--- config.mk ---
export PLATFORM = sky130hd
export DESIGN_NAME = wsal_seq
export DESIGN_NICKNAME = d
export VERILOG_FILES = /design/src/rtl/wsal_pkg.sv /design/src/rtl/wsal_seq.sv
export SDC_FILE = /design/constraint.sdc
export NUM_CORES = 1
export LEC_CHECK = 0
export BUFFER_PORTS_ARGS = -buffer_cell sky130_fd_sc_hd__buf_2
export CAP_MARGIN = 10
export CELL_PAD_IN_SITES_DETAIL_PLACEMENT = 0
export CELL_PAD_IN_SITES_GLOBAL_PLACEMENT = 1
export CORE_MARGIN = 4
export CORE_UTILIZATION = 31
export DETAILED_ROUTE_END_ITERATION = 8
export PLACE_DENSITY = 0.76
export SLEW_MARGIN = 20
export SYNTH_ARGS = -nofsm -noshare
export SYNTH_HDL_FRONTEND = slang
export SYNTH_SLANG_ARGS = --single-unit
--- constraint.sdc ---
create_clock -name clk_i -period 1.5 [get_ports clk_i]
set_clock_uncertainty 0.15 [all_clocks]
set_input_delay 0.15 -clock clk_i [delete_from_list [all_inputs] [get_ports clk_i]]
set_output_delay 0.15 -clock clk_i [all_outputs]
set_load 0.005 [all_outputs]
--- src/rtl/wsal_pkg.sv ---
// Package for the weighted sum activation layer: opcodes, register indexes,
// activation codes, control structs and the sigmoid table generator.
// No dependencies.
package wsal_pkg;

  localparam int unsigned DATA_W     = 16;
  localparam int unsigned ACC_W      = 40;
  localparam int unsigned PROD_W     = 32;
  localparam int unsigned IDX_W      = 4;
  localparam int unsigned PADDR_W    = 4;
  localparam int unsigned PDATA_W    = 32;
  localparam int unsigned SIG_DEPTH  = 256;
  localparam int unsigned SIG_W      = 9;
  localparam longint unsigned EXP_STEP_Q32 = 64'd4034748382;

  typedef enum logic [1:0] {
    OP_SAMPLE = 2'd0,
    OP_WEIGHT = 2'd1,
    OP_BIAS   = 2'd2,
    OP_NONE   = 2'd3
  } opcode_e;

  typedef enum logic [1:0] {
    ACT_RELU    = 2'd0,
    ACT_STEP    = 2'd1,
    ACT_SIGMOID = 2'd2,
    ACT_ZERO    = 2'd3
  } act_mode_e;

  typedef enum logic [1:0] {
    REG_ACT_MODE  = 2'd0,
    REG_OUT_GAIN  = 2'd1,
    REG_BIAS_EN   = 2'd2,
    REG_UNUSED    = 2'd3
  } reg_idx_e;

  // sequencer to datapath
  typedef struct packed {
    logic issue;      // a channel enters the pipeline this cycle if the pipeline moves
    logic out_mode;   // pipeline carries output pass (else accumulate pass)
  } seq_ctl_t;

  // datapath to sequencer
  typedef struct packed {
    logic busy;       // any pipeline stage holds a channel
    logic adv;        // pipeline moves this cycle
  } dp_stat_t;

  // sigmoid entry, evaluated only at elaboration for the constant table
  function automatic logic [SIG_W-1:0] sig_entry(input int idx);
    int m;
    int n;
    int k;
    longint unsigned t;
    longint unsigned den;
    longint unsigned num;
    logic [SIG_W-1:0] q;
    m = idx - 128;
    n = (m < 0) ? -m : m;
    t = 64'h1_0000_0000;
    for (k = 0; k < 128; k++) begin
      if (k < n) begin
        t = (t * EXP_STEP_Q32 + 64'h8000_0000) >> 32;
      end
    end
    den = 64'h1_0000_0000 + t;
    if (m >= 0) begin
      num = (64'd256 << 32) + (den >> 1);
    end else begin
      num = t * 64'd256 + (den >> 1);
    end
    q = '0;
    for (k = SIG_W - 1; k >= 0; k--) begin
      if (num >= (den << k)) begin
        num = num - (den << k);
        q[k] = 1'b1;
      end
    end
    return q;
  endfunction

endpackage

--- src/rtl/wsal_seq.sv ---
// Sequencer: accepts transactions, steps the channel counter through the
// accumulate and output passes and waits for the pipeline to drain.
// Depends on wsal_pkg.
module wsal_seq import wsal_pkg::*; #(
  parameter int unsigned NUM_ELECTRODES = 16,
  parameter int unsigned NUM_CHANNELS   = 16,
  localparam int unsigned CW = (NUM_CHANNELS > 1) ? $clog2(NUM_CHANNELS) : 1
) (
  input  logic             clk_i,
  input  logic             rst_ni,
  input  logic             in_valid_i,
  input  logic [1:0]       opcode_i,
  input  logic [IDX_W-1:0] electrode_i,
  input  logic             last_electrode_i,
  output logic             in_ready_o,
  input  dp_stat_t         stat_i,
  output seq_ctl_t         ctl_o,
  output logic [CW-1:0]    ch_o
);

  localparam logic [1:0] ST_IDLE  = 2'd0;
  localparam logic [1:0] ST_MAC   = 2'd1;
  localparam logic [1:0] ST_OUT   = 2'd2;
  localparam logic [1:0] ST_DRAIN = 2'd3;

  logic [1:0]    state_q, state_d;
  logic [CW-1:0] cnt_q, cnt_d;
  logic          last_q, last_d;
  logic          outm_q, outm_d;
  logic          el_ok;
  logic          cnt_end;

  assign el_ok   = (32'(electrode_i) < NUM_ELECTRODES);
  assign cnt_end = (cnt_q == CW'(NUM_CHANNELS - 1));

  always_comb begin
    state_d = state_q;
    cnt_d   = cnt_q;
    last_d  = last_q;
    outm_d  = outm_q;
    unique case (state_q)
      ST_IDLE: begin
        if (in_valid_i && opcode_i == OP_SAMPLE) begin
          last_d = last_electrode_i;
          cnt_d  = '0;
          if (el_ok) begin
            state_d = ST_MAC;
          end else if (last_electrode_i) begin
            state_d = ST_OUT;
            outm_d  = 1'b1;
          end
        end
      end
      ST_MAC: begin
        cnt_d = cnt_q + CW'(1);
        if (cnt_end) begin
          state_d = ST_DRAIN;
        end
      end
      ST_OUT: begin
        if (stat_i.adv) begin
          cnt_d = cnt_q + CW'(1);
          if (cnt_end) begin
            state_d = ST_DRAIN;
          end
        end
      end
      ST_DRAIN: begin
        if (!stat_i.busy) begin
          cnt_d = '0;
          if (!outm_q && last_q) begin
            state_d = ST_OUT;
            outm_d  = 1'b1;
          end else begin
            state_d = ST_IDLE;
            outm_d  = 1'b0;
          end
        end
      end
      default: state_d = ST_IDLE;
    endcase
  end

  always_ff @(posedge clk_i or negedge rst_ni) begin
    if (!rst_ni) begin
      state_q <= ST_IDLE;
      cnt_q   <= '0;
      last_q  <= 1'b0;
      outm_q  <= 1'b0;
    end else begin
      state_q <= state_d;
      cnt_q   <= cnt_d;
      last_q  <= last_d;
      outm_q  <= outm_d;
    end
  end

  assign in_ready_o     = (state_q == ST_IDLE);
  assign ctl_o.issue    = (state_q == ST_MAC) || (state_q == ST_OUT);
  assign ctl_o.out_mode = outm_q;
  assign ch_o           = cnt_q;

  a_idle_pipe_empty: assert property (@(posedge clk_i) disable iff (!rst_ni)
    in_ready_o |-> !stat_i.busy)
    else $error("transaction accepted with channels in flight");

  a_cnt_range: assert property (@(posedge clk_i) disable iff (!rst_ni)
    ctl_o.issue |-> (32'(cnt_q) < NUM_CHANNELS))
    else $error("channel counter out of range");

  a_out_after_drain: assert property (@(posedge clk_i) disable iff (!rst_ni)
    (state_q == ST_DRAIN) && (state_d == ST_OUT) |-> !outm_q && last_q && !stat_i.busy)
    else $error("output pass started before accumulate pass drained");

endmodule

==> results of run 1 <==
flip-flops by register name, indices dropped and copies added (netlist names):
signal   flops
state_q      2
last_q       1
ch_o         4
outm_q       1
cells in the mapped netlist, types with 2 or more instances:
master,number
dfrtp_1,8
nand2_1,8
ha_1,5
nand2b_1,4
o21ai_0,4
inv_1,3
a22o_1,2
mux2_2,2
nand3_1,2
nor2b_1,2
power groups by stage:
| stage | clock network [mW] | registers (mW) | logic (mW) |
|---|---|---|---|
| 4_1_cts | 0.162 | 0.401 | 1.00 |
| 3_5_place_dp | 0 | 0.405 | 0.930 |
| 2_1_floorplan | 0 | 0.403 | 0.587 |
| 5_1_grt | 0.181 | 0.439 | 1.27 |
| 3_3_place_gp | 0 | 0.401 | 0.907 |
| 6_report | 0.153 | 0.421 | 1.15 |
layout make-up:
class | instances | area (sq um) | share of cell area [%]
clock buffer | 3 | 22.5 | 2.86
inverter | 3 | 18.8 | 2.38
multi-input combinational | 39 | 375 | 47.7
sequential | 8 | 201 | 25.6
tap | 16 | 20.0 | 2.54
timing repair buffer | 22 | 149 | 18.9
metal layers:
metal	routed length, um	global-route usage, %	vias up
li1	-	-	226
met1	406	10.7	209
met2	585	16.3	11
met3	58	4.59	2
met4	13	2.69	0
met5	0	0	-
cells by family after synthesis:
kind of cell,share of synthesized area (%)
AND/OR/NAND/NOR,24.5
AO/OA/AOI/OAI,13.6
flip-flops,38.8
adder cells (fa/ha/maj),12.1
buffers and inverters,3.64
multiplexers,7.28
stage by stage:
step | hold WS (ps) | TNS (ps) | total power, mW | utilization [%]
after detailed placement | -149 | -97.8 | 1.33 | 43.3
after global routing | 142 | -250 | 1.89 | 51.1
final | 134 | -78.2 | 1.73 | 51.1
after floorplan | -296 | -4.21 | 0.990 | -
after CTS | 127 | -126 | 1.57 | 46.8
after global placement | -149 | -61.7 | 1.31 | 43.3
how the worst max path moves through the flow:
stage | startpoint | end | slack (ps)
CTS | state_q[1]$_DFFE_PN0P_ | state_q[1]$_DFFE_PN0P_ | -60
detailed placement | state_q[1]$_DFFE_PN0P_ | state_q[1]$_DFFE_PN0P_ | -50
finish | state_q[1]$_DFFE_PN0P_ | state_q[1]$_DFFE_PN0P_ | -50
global placement | state_q[1]$_DFFE_PN0P_ | state_q[1]$_DFFE_PN0P_ | -40
floorplan | state_q[1]$_DFFE_PN0P_ | state_q[1]$_DFFE_PN0P_ | -4
global route | state_q[1]$_DFFE_PN0P_ | state_q[1]$_DFFE_PN0P_ | -90
critical path: stages, from the launching register on:
cell     delay, ps
dfrtp_2        450
inv_4           90
ha_4           150
inv_4           40
o21a_4         190
nand3_2         60
mux2_4         300
repair_timing:
action / 4_1_cts / 5_1_grt
pin swaps: 3 / 7
endpoints found under the setup margin: 4 / 8
cloned: 0 / 0
resized for setup: 3 / 20
hold endpoints to repair: 9 / 0
hold buffers: 2 / 0
==> results.md, run 1 <==
- Slew Limit Fails: 0
- Ant. Diodes: 0
- Synthesis-to-layout area growth: 52.7%
- Worst reg-to-reg path cell count: 6
- Post-Synthesis Cell Area: between 500 and 600 sq um
- PortBufs: 14
- Post-Synthesis Cells: between 50 and 60
- Via Count: ~450
- Seq/Total Area, Yosys: approximately 39%
- GRT Residual Overflow: 0
- Total wire length: roughly 1100 um
- Synth area leaders: dfrtp_1 39%, ha_1 12%, nand2_1 5.8%
- Largest net degree at the start of global routing: 9
- Post-synth top flop: dfrtp_1
- Mapped Nets: approximately 70
- Crit path DAT: approximately 1500 ps
- Clock sinks: 8
- RR Endpoint: state_q[1]$_DFFE_PN0P_
- First-pass GRT wire length: about 1800 um
- Int Pwr: about 1.1 mW
- Core area: about 1500 sq um
- Remaining antenna violation count after routing: 0
- Minimum clock period: roughly 1600 ps
- Combinational share of power: approximately 67%
- Die area: 2380 sq um
- CP Max Fanout: 4
- CTS Buf Count: 3
- Synthesized area per cell: just over 10 sq um
- Residual DRC: 0
- Sequential power share: between 20% and 30%
- Total GRT Usage: about a tenth
- Cell taking the most area after synthesis: dfrtp_1
- Clk buf depth: 2
- Post-CTS Setup Bufs: 0
- Yosys warning count: 0
- GPL Wtd Cong: approximately 0.73
- Type of element launching the critical path: register
- Worst slew pin tran: around 270 ps
- Req. time, crit path: 1470 ps
- Clock tree from TritonCTS: yes
- Nets: 94
- Setup slack, reg-to-reg: -50 ps
- Hold WC Path Type: in -> async
- Final setup vio count: 2
- Final Instance Count excl. Fillers: 91
- Violated checks: setup timing
- Sw power: ~0.67 mW
- Die X: between 40 and 50 um
- Status: finished, violations left
- Final hold vios: 0
- Root buf cell: clkbuf_4
- Vias/cell: 4.92
- Clk pin slew, worst setup/hold paths: approximately 50 ps
- Initial antenna violation count: 0
- Die Y: about 49 um
- Placed instance area: 668 sq um
- Max_slew headroom: 82.2%
- Most common cell after layout, fill and taps aside: buf_2
- Clk Latency, worst-skew pair: 250 ps
- Fill count: between 100 and 150
- EDFF count, synth: 0
- Synthesis-stage register bit count: 8
- Static Leak: around 0.37 nW
- DP Worst Slack: -51.8 ps
- Asr flop ratio synth: 100%
- Max-capacitance violation count: 0
- Count of cell types in the netlist: 21
- Commonest non-fill, non-tap cells in the layout: 13 x buf_2, 7 x dfrtp_1
- Initial Util: about a third
- Cell Pwr Density: between 2000 and 2500 nW/um^2
- Clock network power share: under 10%
- Worst vdd ir: about 0.76 mV
- Post-Place Cells: between 80 and 90
- Final instance area: 787 sq um
- H-tree depth: 1
- Crit path kind: reg -> reg
- Tcrit/Tclk final: 104%
- Worst setup margin: -54.1 ps
- Maximum clock frequency: approximately 640 MHz
- Top cell type's share of synthesized area: 38.8%
- Drt wl/cell: 11.7 um
- Final HPWL DP: 833 um
- Vias in the first global route: 441
- Switching share of power: 38.9%
- First-pass iteration count of the detailed router: 4
- Row cnt: 14
- Critical R2R Launch: state_q[1]$_DFFE_PN0P_
- Crit. End Element: register
- Number of DRC markers in iteration 0: 2
- I/O Pins: 19
- RSZ-0062 raised after global routing: yes
- Layout cell share with drive strength beyond 1: between 60% and 70%
Note: power is estimated with default switching activity, not from simulation.
==> run 2, diff against run 1 <==
Settings changed: BUFFER_PORTS_ARGS -buffer_cell sky130_fd_sc_hd__buf_2 to unset, CORE_MARGIN 4 to 2, CORE_UTILIZATION 31 to 38, DONT_BUFFER_PORTS set to 1, PLACE_DENSITY 0.76 to 0.73.
==> results.md, run 2 (synthesis gave the netlist of run 1 again) <==
- Status: finished, violations left
- Violated checks: setup timing
- Final Instance Count excl. Fillers: 77
- Total GRT Usage: between 10 and 15%
- Met3 usage in global routing: between 10% and 20%
- GRT Max-Usage Layer: met2
- Drt wl/cell: 12.0 um
- GPL Wtd Cong: approximately 0.75
- Remaining antenna violation count after routing: 0
- Residual DRC: 0
- GR Util met2: 17.6%
- Clk pin slew, worst setup/hold paths: ~50 ps
- Max_slew headroom: between 70% and 80%
- Sw power: 0.602 mW
- Vias/cell: roughly 5.0
- CP Cell Sequence: inv_4 > ha_4 > inv_2 > o21a_4 > nand3_2 > mux2_4
- Max-capacitance violation count: 0
- CTS Buf Count: 3
- Crit. End Element: register
- H-tree depth: 1
- Final instance area: between 700 and 800 sq um
- Post-Place Cells: between 70 and 80
- Req. time, crit path: 1480 ps
- Via Count: ~380
- Fill count: 122
- CP max-delay cell: dfrtp_2
- Switching share of power: between 30% and 40%
- Final hold vios: 0
- Final setup vio count: 1
- Nets: just over 80
- Root buf cell: clkbuf_4
- Worst setup margin: -30.7 ps
- Clk buf depth: 2
- First-pass iteration count of the detailed router: 4
- Die X: just over 40 um
- Setup TNS: -30.7 ps
- Die Y: ~41 um
- Initial antenna violation count: 0
- Clock tree from TritonCTS: yes
- Ant. Diodes: 0
- CP max stage delay: between 400 and 500 ps
- Post-CTS Setup Bufs: 0
- Type of element launching the critical path: register
- Worst slew pin tran: around 360 ps
- Clock sinks: 8
- Die area: approximately 1700 sq um
- Placed instance area: slightly above 600 sq um
- Largest net degree at the start of global routing: 9
- Combinational share of power: 61.9%
- RSZ-0062 raised after global routing: yes
- Crit path kind: reg -> reg
- Sequential power share: 27.9%
- Layout cell share with drive strength beyond 1: ~48%
- Multi-input logic area: between 300 and 400 sq um
- Number of DRC markers in iteration 0: 2
- CP Max Fanout: 4
- Final HPWL DP: 706 um
- Cell Pwr Density: ~2200 nW/um^2
- Clock network power share: about 10%
- Static Leak: slightly above 0.3 nW
- Core area: roughly 1300 sq um
- Slew Limit Fails: 0
- Commonest non-fill, non-tap cells in the layout: 7 x nand2_1, 7 x dfrtp_1, 6 x buf_4
- GRT Residual Overflow: 0
- Vias in the first global route: roughly 330
- Row cnt: 13
- CP Buf/Inv Count: 2
- PortBufs: 0
- Int Pwr: 0.932 mW
- Max FFs per register: 4
- Met1 Track Usage GR: between 10% and 20%
- Tcrit/Tclk final: 102%
- Maximum clock frequency: 653 MHz
- Initial Util: about 40%
- Worst vdd ir: about 1.1 mV
- Clk Latency, worst-skew pair: 250 ps
- Worst path top cell family by delay: flip-flops
- Total wire length: ~930 um
- I/O Pins: 19
- Synthesis-to-layout area growth: 36.4%
- Area occupied by registers: between 200 and 250 sq um
- First-pass GRT wire length: between 1000 and 1500 um
- Crit path DAT: about 1500 ps
- Hold WC Path Type: in -> reg
- Minimum clock period: ~1500 ps
run 2: power groups by stage:
stage,Clock (mW),Combinational [mW],Sequential [mW]
3_5_place_dp,0,0.827,0.415
4_1_cts,0.164,0.847,0.411
3_3_place_gp,0,0.824,0.411
6_report,0.157,0.950,0.428
5_1_grt,0.185,1.05,0.452
2_1_floorplan,0,0.587,0.403
run 2: routing by layer:
metal	routed length, um	vias to the layer above
li1	-	200
met1	410	171
met2	439	13
met3	77	0
met4	0	0
met5	0	-
run 2: worst paths after layout:
kind	start	endpoint	slack (ps)	depth (start not counted)
max reg2reg	state_q[1]$_DFFE_PN0P_	state_q[1]$_DFFE_PN0P_	-30	6
max in group asynchronous	rst_ni	state_q[1]$_DFFE_PN0P_	820	1
max	state_q[1]$_DFFE_PN0P_	state_q[1]$_DFFE_PN0P_	-30	6
min in group asynchronous	rst_ni	last_q$_DFFE_PN0P_	100	1
min reg2reg	last_q$_DFFE_PN0P_	last_q$_DFFE_PN0P_	350	1
min	stat_i[1]	outm_q$_DFFE_PN0P_	20	2
run 2: through the flow:
step | total power, mW | utilization, % | hold slack (ps) | setup WS, ps
floorplan | 0.990 | - | -296 | -4.21
global placement | 1.24 | 47.0 | -295 | -35.3
detailed placement | 1.24 | 47.0 | -295 | -43.3
CTS | 1.42 | 50.3 | 12.1 | -50.7
global route | 1.69 | 54.7 | 5.21 | -84.9
finish | 1.53 | 54.7 | 15.2 | -30.7
run 2: area by class of cell:
type	instances	area share, %
Clock buffer	3	3.20
Timing Repair Buffer	9	10.9
Multi-Input combinational cell	39	52.3
Tap cell	15	2.67
Inverter	3	2.31
Sequential cell	8	28.6
run 2: repair_timing:
action,4_1_cts,5_1_grt
hold endpoints to repair,9,0
gates resized for setup,1,14
pin swaps,2,3
gates cloned,0,0
hold buffers,2,0
endpoints found under the setup margin,3,7
